### src/hw/rtl/fdn_pkg.sv
// Shared types, constants and the tanh table of the four-line delay network reverb.
`timescale 1ns / 1ps

package fdn_pkg;

  // Depth of each delay line in samples; must be a power of two.
  localparam int LINE_DEPTH = 8192;
  localparam int DEPTH_W    = $clog2(LINE_DEPTH);
  localparam int LINES      = 4;
  localparam int MEM_DEPTH  = LINES * LINE_DEPTH;
  localparam int MEM_AW     = $clog2(MEM_DEPTH);
  localparam int LEN_W      = 13;
  localparam int SUM_W      = DEPTH_W + LEN_W;

  // Register indexes of the configuration port.
  localparam logic [2:0] REG_LEN_A    = 3'd0;
  localparam logic [2:0] REG_LEN_B    = 3'd1;
  localparam logic [2:0] REG_LEN_C    = 3'd2;
  localparam logic [2:0] REG_LEN_D    = 3'd3;
  localparam logic [2:0] REG_FEEDBACK = 3'd4;
  localparam logic [2:0] REG_DAMPING  = 3'd5;

  // Soft limit threshold, 0.95 in Q1.23.
  localparam logic [22:0] LIMIT_T     = 23'd7969178;
  // floor(2^46 / LIMIT_T); the quotient estimate from it is at most four low.
  localparam logic [23:0] LIMIT_RECIP = 24'((64'd1 << 46) / 64'd7969178);

  // tanh(k/64) in Q.23 for k = 0..256.
  localparam int TAB_SIZE = 257;
  localparam logic [63:0] ONE_Q32  = 64'h0000_0001_0000_0000;
  localparam logic [63:0] STEP_Q32 = 64'd4431304193;

  typedef logic [23:0] tab_t [TAB_SIZE];

  // Sequencer states.
  typedef enum logic [3:0] {
    ST_IDLE,
    ST_READ,
    ST_LP_MUL,
    ST_LP_UPD,
    ST_FB_MUL,
    ST_FB_ADD,
    ST_RCP_MUL,
    ST_QT_MUL,
    ST_REM,
    ST_DIV,
    ST_TAB_MUL,
    ST_TAB_ADD,
    ST_LIM_MUL,
    ST_LIM_RES,
    ST_WRITE,
    ST_DONE
  } fdn_state_t;

  // Status returned by the soft limit divider.
  typedef struct packed {
    logic        done;
    logic [25:0] quot;
  } div_rsp_t;

  // Builds the tanh table at elaboration from a Q.32 exponential series.
  function automatic tab_t build_tanh_tab();
    tab_t        tab;
    logic [63:0] e;
    logic [63:0] s;
    logic [63:0] den;
    logic [63:0] num;
    logic [63:0] q;
    logic [63:0] rem;
    logic [63:0] hi;
    logic [63:0] lo;
    e = ONE_Q32;
    s = STEP_Q32 - ONE_Q32;
    for (int k = 0; k < TAB_SIZE; k++) begin
      den = e + ONE_Q32;
      num = (64'd1 << 56) + (den >> 1);
      q   = '0;
      rem = '0;
      // Long division, one quotient bit per step.
      for (int b = 63; b >= 0; b--) begin
        rem = {rem[62:0], num[b]};
        if (rem >= den) begin
          rem  = rem - den;
          q[b] = 1'b1;
        end
      end
      tab[k] = 24'((64'd1 << 23) - q);
      hi = e >> 32;
      lo = {32'd0, e[31:0]};
      e  = e + hi * s + ((lo * s) >> 32);
    end
    return tab;
  endfunction

  localparam tab_t TANH_TAB = build_tanh_tab();

endpackage

### src/hw/rtl/fdn_lim_div.sv
// Quotient correction of the soft limit scaling by 2^23 / LIMIT_T, by compare and subtract.
`timescale 1ns / 1ps

module fdn_lim_div (
  input  logic                 clk,
  input  logic                 rst,
  input  logic                 start,
  input  logic [25:0]          quot_in,
  input  logic [25:0]          rem_in,
  output fdn_pkg::div_rsp_t    rsp
);
  import fdn_pkg::*;

  logic              busy;
  logic              done;
  logic [25:0]       rem;
  logic [25:0]       quot;

  // The estimate from the reciprocal is at most four low, so the remainder
  // starts below five thresholds; each step removes one threshold.
  always_ff @(posedge clk) begin
    if (rst) begin
      busy <= 1'b0;
      done <= 1'b0;
    end else begin
      done <= 1'b0;
      if (start) begin
        busy <= 1'b1;
        rem  <= rem_in;
        quot <= quot_in;
      end else if (busy) begin
        if (rem >= 26'(LIMIT_T)) begin
          rem  <= rem - 26'(LIMIT_T);
          quot <= quot + 26'd1;
        end else begin
          busy <= 1'b0;
          done <= 1'b1;
        end
      end
    end
  end

  assign rsp.done = done;
  assign rsp.quot = quot;

  // A new division only starts when the unit is free.
  assert property (@(posedge clk) disable iff (rst) start |-> !busy)
    else $error("divider started while busy");
  // Completion always follows a running division.
  assert property (@(posedge clk) disable iff (rst) done |-> $past(busy))
    else $error("divider done without a running division");
  // The remainder stays below five thresholds.
  assert property (@(posedge clk) disable iff (rst) busy |-> rem < 26'(5 * LIMIT_T))
    else $error("divider remainder out of range");

endmodule
### config.mk
export PLATFORM = sky130hd
export DESIGN_NAME = fdn_lim_div
export DESIGN_NICKNAME = d
export VERILOG_FILES = /design/src/hw/rtl/fdn_pkg.sv /design/src/hw/rtl/fdn_lim_div.sv
export SDC_FILE = /design/constraint.sdc
export NUM_CORES = 1
export LEC_CHECK = 0
export ABC_AREA = 1
export BUFFER_PORTS_ARGS = -buffer_cell sky130_fd_sc_hd__buf_2
export CELL_PAD_IN_SITES_DETAIL_PLACEMENT = 0
export CELL_PAD_IN_SITES_GLOBAL_PLACEMENT = 1
export CORE_ASPECT_RATIO = 0.5
export CORE_MARGIN = 4
export CORE_UTILIZATION = 39
export CTS_CLUSTER_SIZE = 16
export DETAILED_ROUTE_END_ITERATION = 10
export PLACE_DENSITY = 0.86
export SYNTH_ARGS = -nofsm -noshare
export SYNTH_HDL_FRONTEND = slang
export SYNTH_SLANG_ARGS = --single-unit
### constraint.sdc
create_clock -name clk -period 2.9 [get_ports clk]
set_input_delay 0.29 -clock clk [delete_from_list [all_inputs] [get_ports clk]]
set_output_delay 0.29 -clock clk [all_outputs]
set_load 0.03 [all_outputs]
==> impl_metrics.json, run 1 <==
{
  "status": "finished, final reports clean",
  "async_flop_share_pct": 0,
  "setup_viol_count_final": 0,
  "place_area_um2": 4350,
  "core_area_um2": 9480,
  "cts_buffers": 5,
  "fp-row-count": 25,
  "cts.sinks": 53,
  "clk_latency_ps": 300,
  "finalCriticalPeriod_ps": 2080,
  "final.setup.tns_ps": 0,
  "p_per_area_nw_per_um2": 490,
  "maxSlewViolCount": 0,
  "dieArea_um2": 11500,
  "cts_root_buf": "clkbuf_16",
  "synth_flop_cell": "edfxtp_1",
  "area_growth_pct": 18.6,
  "cap_violations": 0,
  "antenna_found_initial": 0,
  "combPwrFrac_pct": 22.1,
  "yosysSeqAreaShare_pct": 41.3,
  "layout-drive-gt1-share_pct": 18.6,
  "drt-initial-drc-count": 311,
  "globalRouteOverflowTotal": 0,
  "grt_usage_pct": 18.3,
  "cts_tree": "done",
  "drcViolationCount": 0,
  "synth-edff-count": 51,
  "path_clk_slew_ps": 70,
  "grt_max_degree": 44,
  "irDropWorstVdd_mv": 0.238,
  "worst_ep_required_time_ps": 2870,
  "gp_congestion": 0.875,
  "final_hold_viol_count": 0,
  "io_buffers": 80,
  "dr.pass1.iters": 5,
  "vias": 3664,
  "total_power_mw": 2.21,
  "crit_type": "flop to flop",
  "critPathLaunchType": "flop",
  "yosys.area_share.adder_pct": 0.657,
  "nets": 685,
  "reg2regPathDepth": 10,
  "seq_power_share_pct": 46.2,
  "die_w_um": 148,
  "synth_compound_area_share_pct": 6.47,
  "io_pins": 82,
  "synth_mux_area_share_pct": 0,
  "synth_cell_type_count": 29,
  "tightest_slew_ps": 475,
  "synth_xor_area_share_pct": 2.76,
  "synth-simple-area-share_pct": 41.4,
  "grt_pass1_wl_mm": 17.1,
  "leakage_nw": 2.08,
  "p_sw_share_pct": 31.7,
  "finalClockSkew_ps": 5.08,
  "grt_pass1_vias": 3599,
  "synth_seq_cells": 53,
  "fill_cells": 1030,
  "relSlewSlack_pct": 68.3,
  "netlist_top_cells_count": "nand2_1, nor2_1, inv_1, edfxtp_1, nand3_1",
  "crit_arrival_ps": 2050,
  "hpwl_mm": 7.52,
  "vias_per_cell": 4.80,
  "cellInternalPower_mw": 1.51,
  "avgSynthCellArea_um2": 6.92,
  "final_area_um2": 4510,
  "start_util_pct": 40.2,
  "wire_per_inst_um": 13.0,
  "antennaDiodeCount": 0,
  "crit_fanout": 26,
  "synth_largest_area_cell": "edfxtp_1",
  "die_h_um": 77.9,
  "yosysMostFrequentCell": "nand2_1",
  "min_period_over_period_pct": 71.8,
  "rsz0062_at_grt": "false",
  "synth_top_family_by_area": "simple AND/OR/NAND/NOR gates",
  "syn_nets": 607,
  "syn-cell-area_um2": 3810,
  "wirelength_mm": 9.95,
  "ys_warn_count": 0,
  "pwr-share-clk_pct": 31.7,
  "antenna_left": 0,
  "synthCells": 550,
  "synth_area_leaders": "edfxtp_1, nand2_1, nor2_1",
  "htree_levels": 2,
  "cts_resized": 0,
  "fmax_mhz": 480,
  "synth.top_cell.area_share_pct": 40.2,
  "whs_path_depth": 3,
  "post_cts_buffers": 0,
  "clock_path_buffers": 2,
  "p_switching_uw": 701,
  "hp-class": "primary input to flop",
  "end_kind": "flop",
  "hold_buffers": 0,
  "postLayoutCoreUtil_pct": 47.6
}
==> final timing paths <==
check | from | end | slack, ps
min | quot_in[25] | quot[25] | 260
min reg2reg | busy | done | 510
max reg2reg | rem[18] | quot[9] | 820
max | rem[18] | quot[9] | 820
==> metal layers <==
metal / wire (um) / part of all wire [%] / track usage (%)
met1: 4710 / 47 / 24.2
met2: 4670 / 47 / 31.3
met3: 473 / 4.8 / 3.56
met4: 99 / 1.0 / 4.18
met5: 0 / 0 / 0
==> cell families after synthesis <==
kind of cell | count (synthesis)
buffers and inverters | 73
adders and majority gates | 2
and+or+nand+nor | 364
AOI/OAI and AO/OA | 46
xor gates and xnor gates | 12
DFF | 53
==> area by class of cell <==
| cell class | count | area [um2] | share of cell area [%] |
|---|---|---|---|
| Inverter | 60 | 225 | 4.99 |
| Tap cell | 135 | 169 | 3.74 |
| Sequential cell | 53 | 1570 | 34.8 |
| Clock buffer | 6 | 129 | 2.85 |
| Multi-Input combinational cell | 424 | 1950 | 43.3 |
| Clock inverter | 2 | 35.0 | 0.776 |
| Timing Repair Buffer | 84 | 430 | 9.53 |
==> registers in the layout, indices dropped and copies added (netlist names) <==
register / cells
done: 1
rem: 25
quot: 26
busy: 1
==> cell usage in the layout, fill, tap and decap left out, types with 4 or more instances in the layout <==
| cell | count |
|---|---|
| nand2_1 | 203 |
| clkbuf_16 | 5 |
| nand2_2 | 11 |
| edfxtp_1 | 51 |
| a31oi_1 | 9 |
| nor3_1 | 7 |
| buf_2 | 80 |
| nand3b_1 | 6 |
| buf_4 | 4 |
| nand4_1 | 9 |
| inv_1 | 56 |
| a21oi_1 | 9 |
| nand3_1 | 45 |
| xor2_1 | 9 |
| o21ai_1 | 5 |
| o21ai_0 | 21 |
| nor2_1 | 71 |
==> per-stage QoR <==
| step | instances | setup WS, ps | hold WS [ps] |
|---|---|---|---|
| after floorplan | 550 | 258 | 449 |
| after global placement | 756 | 843 | 489 |
| after global routing | 764 | 627 | 256 |
| after CTS | 764 | 809 | 251 |
| after detailed placement | 756 | 816 | 492 |
| final | 764 | 817 | 255 |
==> critical path, stage by stage, from the launching register on <==
cell and delay, ps:
edfxtp_1 440, inv_1 120, nand2_1 50, nor2_1 140, inv_1 80, nor3_1 180, nand3_1 100, nand3_1 130
nand2_1 100, nand2_2 70, buf_4 330
==> power by group through the flow <==
stage	logic [mW]	registers, mW	clock network, mW
2_1_floorplan	0.289	1.08	0
3_3_place_gp	0.485	1.04	0
3_5_place_dp	0.492	1.04	0
4_1_cts	0.495	1.02	0.708
5_1_grt	0.560	1.03	0.749
6_report	0.488	1.02	0.702
Note: power is estimated with default switching activity, not from simulation.
==> run 2, diff against run 1 <==
Clock period 2.9 ns to 2.1 ns, I/O delays scaled along.
==> run 2 against run 1 <==
  * Die area unchanged
  * Clock skew grew 1.5 ps
  * Non-clock buffer count increased by 7
  * Critical path depth fell by 2
  * Critical endpoint is now quot[3]
==> impl_metrics.json, run 2 (synthesis gave the netlist of run 1 again) <==
{
  "fin_ws_ps": 217,
  "fmax_mhz": 531,
  "final_common_cell": "nand2_1",
  "cts_buffers": 5,
  "reg_top3": "quot x26, rem x25",
  "die_w_um": 148,
  "cts_tree": "done",
  "dieArea_um2": 11500,
  "clk_latency_ps": 300,
  "rrSetupSlack_ps": 220,
  "r2r_start": "rem[14]",
  "tightest_slew_ps": 358,
  "wire_per_inst_um": 12.9,
  "cap_violations": 0,
  "startpoint": "rem[14]",
  "maxSlewViolCount": 0,
  "grt_usage_pct": 18.0,
  "hp-start": "quot_in[21]",
  "dr.pass1.iters": 4,
  "cts.sinks": 53,
  "globalRouteOverflowTotal": 0,
  "crit_fanout": 17,
  "htree_levels": 2,
  "cts_root_buf": "clkbuf_16",
  "gp_congestion": 0.905,
  "crit_arrival_ps": 1900,
  "relSlewSlack_pct": 76.1,
  "irDropWorstVdd_mv": 0.332,
  "r2r_end": "quot[3]",
  "final.setup.tns_ps": 0,
  "leakage_nw": 2.12,
  "whs_endpoint": "quot[21]",
  "area_growth_pct": 20.8,
  "status": "finished, final reports clean",
  "die_h_um": 77.9,
  "setup_viol_count_final": 0,
  "crit_type": "flop to flop",
  "finalCriticalPeriod_ps": 1880,
  "min_period_over_period_pct": 89.6,
  "antenna_left": 0,
  "antenna_found_initial": 0,
  "critPathBufInv": 1,
  "pre_cts_ws_ps": 137,
  "crit_family": "simple AND/OR/NAND/NOR gates",
  "path_cells": "nor2_1 -> nand2_1 -> o21bai_1 -> nand2_1 -> nand3_1 -> nand2_1 -> nand2_4 -> clkbuf_16",
  "critPathLaunchType": "flop",
  "final_hold_viol_count": 0,
  "whs_path_depth": 3,
  "largest_reg_flops": 26,
  "grt_pass1_vias": 3567,
  "top_register": "quot",
  "cpMaxStageDelayCell": "edfxtp_1",
  "hold_buffers": 0,
  "grt_max_degree": 39,
  "wirelength_mm": 9.91,
  "core_area_um2": 9480,
  "finalClockSkew_ps": 6.58,
  "nets": 692,
  "cp_common_cell": "nand2_1",
  "drt-initial-drc-count": 157,
  "end_kind": "flop",
  "antennaDiodeCount": 0,
  "vias": 3654,
  "reg2regPathDepth": 8,
  "clock_path_buffers": 2,
  "crit_path_max_incr_delay_ps": 450,
  "grt_pass1_wl_mm": 16.9,
  "io_buffers": 80,
  "io_pins": 82,
  "final_cell_mix": "nand2_1, buf_2, nor2_1",
  "worst_ep_required_time_ps": 2110,
  "hpwl_mm": 7.74,
  "p_per_area_nw_per_um2": 644,
  "hp-class": "primary input to flop",
  "layout-drive-gt1-share_pct": 19.8,
  "drcViolationCount": 0,
  "start_util_pct": 40.2,
  "fp-row-count": 25,
  "rsz0062_at_grt": "false",
  "vias_per_cell": 4.74,
  "path_clk_slew_ps": 70
}
[run 2: worst max path at each step]
stage	end	slack [ps]	cells past startpoint
2_1_floorplan	quot[0]	190	9
3_3_place_gp	rem[11]	180	10
3_5_place_dp	rem[11]	140	10
4_1_cts	quot[3]	130	10
5_1_grt	rem[25]	30	8
6_report	quot[3]	220	8
[run 2: worst reg2reg max path, cell delays in order (launching register included)]
cell,delay (ps)
edfxtp_1,450
nor2_1,190
nand2_1,110
o21bai_1,200
nand2_1,80
nand3_1,120
nand2_1,120
nand2_4,120
clkbuf_16,200
[run 2: layout make-up]
cell class                      instances  area [um2]
Clock buffer                            5         125
Clock inverter                          3        17.5
Fill cell                             985        4880
Inverter                               60         225
Multi-Input combinational cell        424        1960
Sequential cell                        53        1570
Tap cell                              135         169
Timing Repair Buffer                   91         526
[run 2: what timing repair did]
action / CTS / global route
endpoints found under the hold margin: 0 / 0
gates resized for setup: 0 / 1
setup buffers: 0 / 0
setup endpoints to repair: 0 / 34
[run 2: through the flow]
step	utilization, %	area [um2]	hold WS (ps)	power [mW]	cells
final	48.5	4600	177	2.96	771
after global routing	48.5	4600	163	3.16	771
after CTS	48.2	4570	170	2.98	770
after detailed placement	46.7	4430	482	2.14	762
after global placement	46.7	4430	480	2.13	762
after floorplan	-	3810	369	1.89	550
[run 2: power by group]
part	internal, mW	total [mW]	switching, mW
clock	0.439	0.842	0.403
sequential	1.29	1.40	0.107
combinational	0.255	0.717	0.461
total	1.99	2.96	0.971
[run 2: per-layer routing]
layer	vias up	wire length, um	GRT usage, %
li1	1956	-	-
met4	0	120	4.00
met2	48	4650	31.3
met3	9	360	3.44
met1	1641	4780	23.5
met5	-	0	0
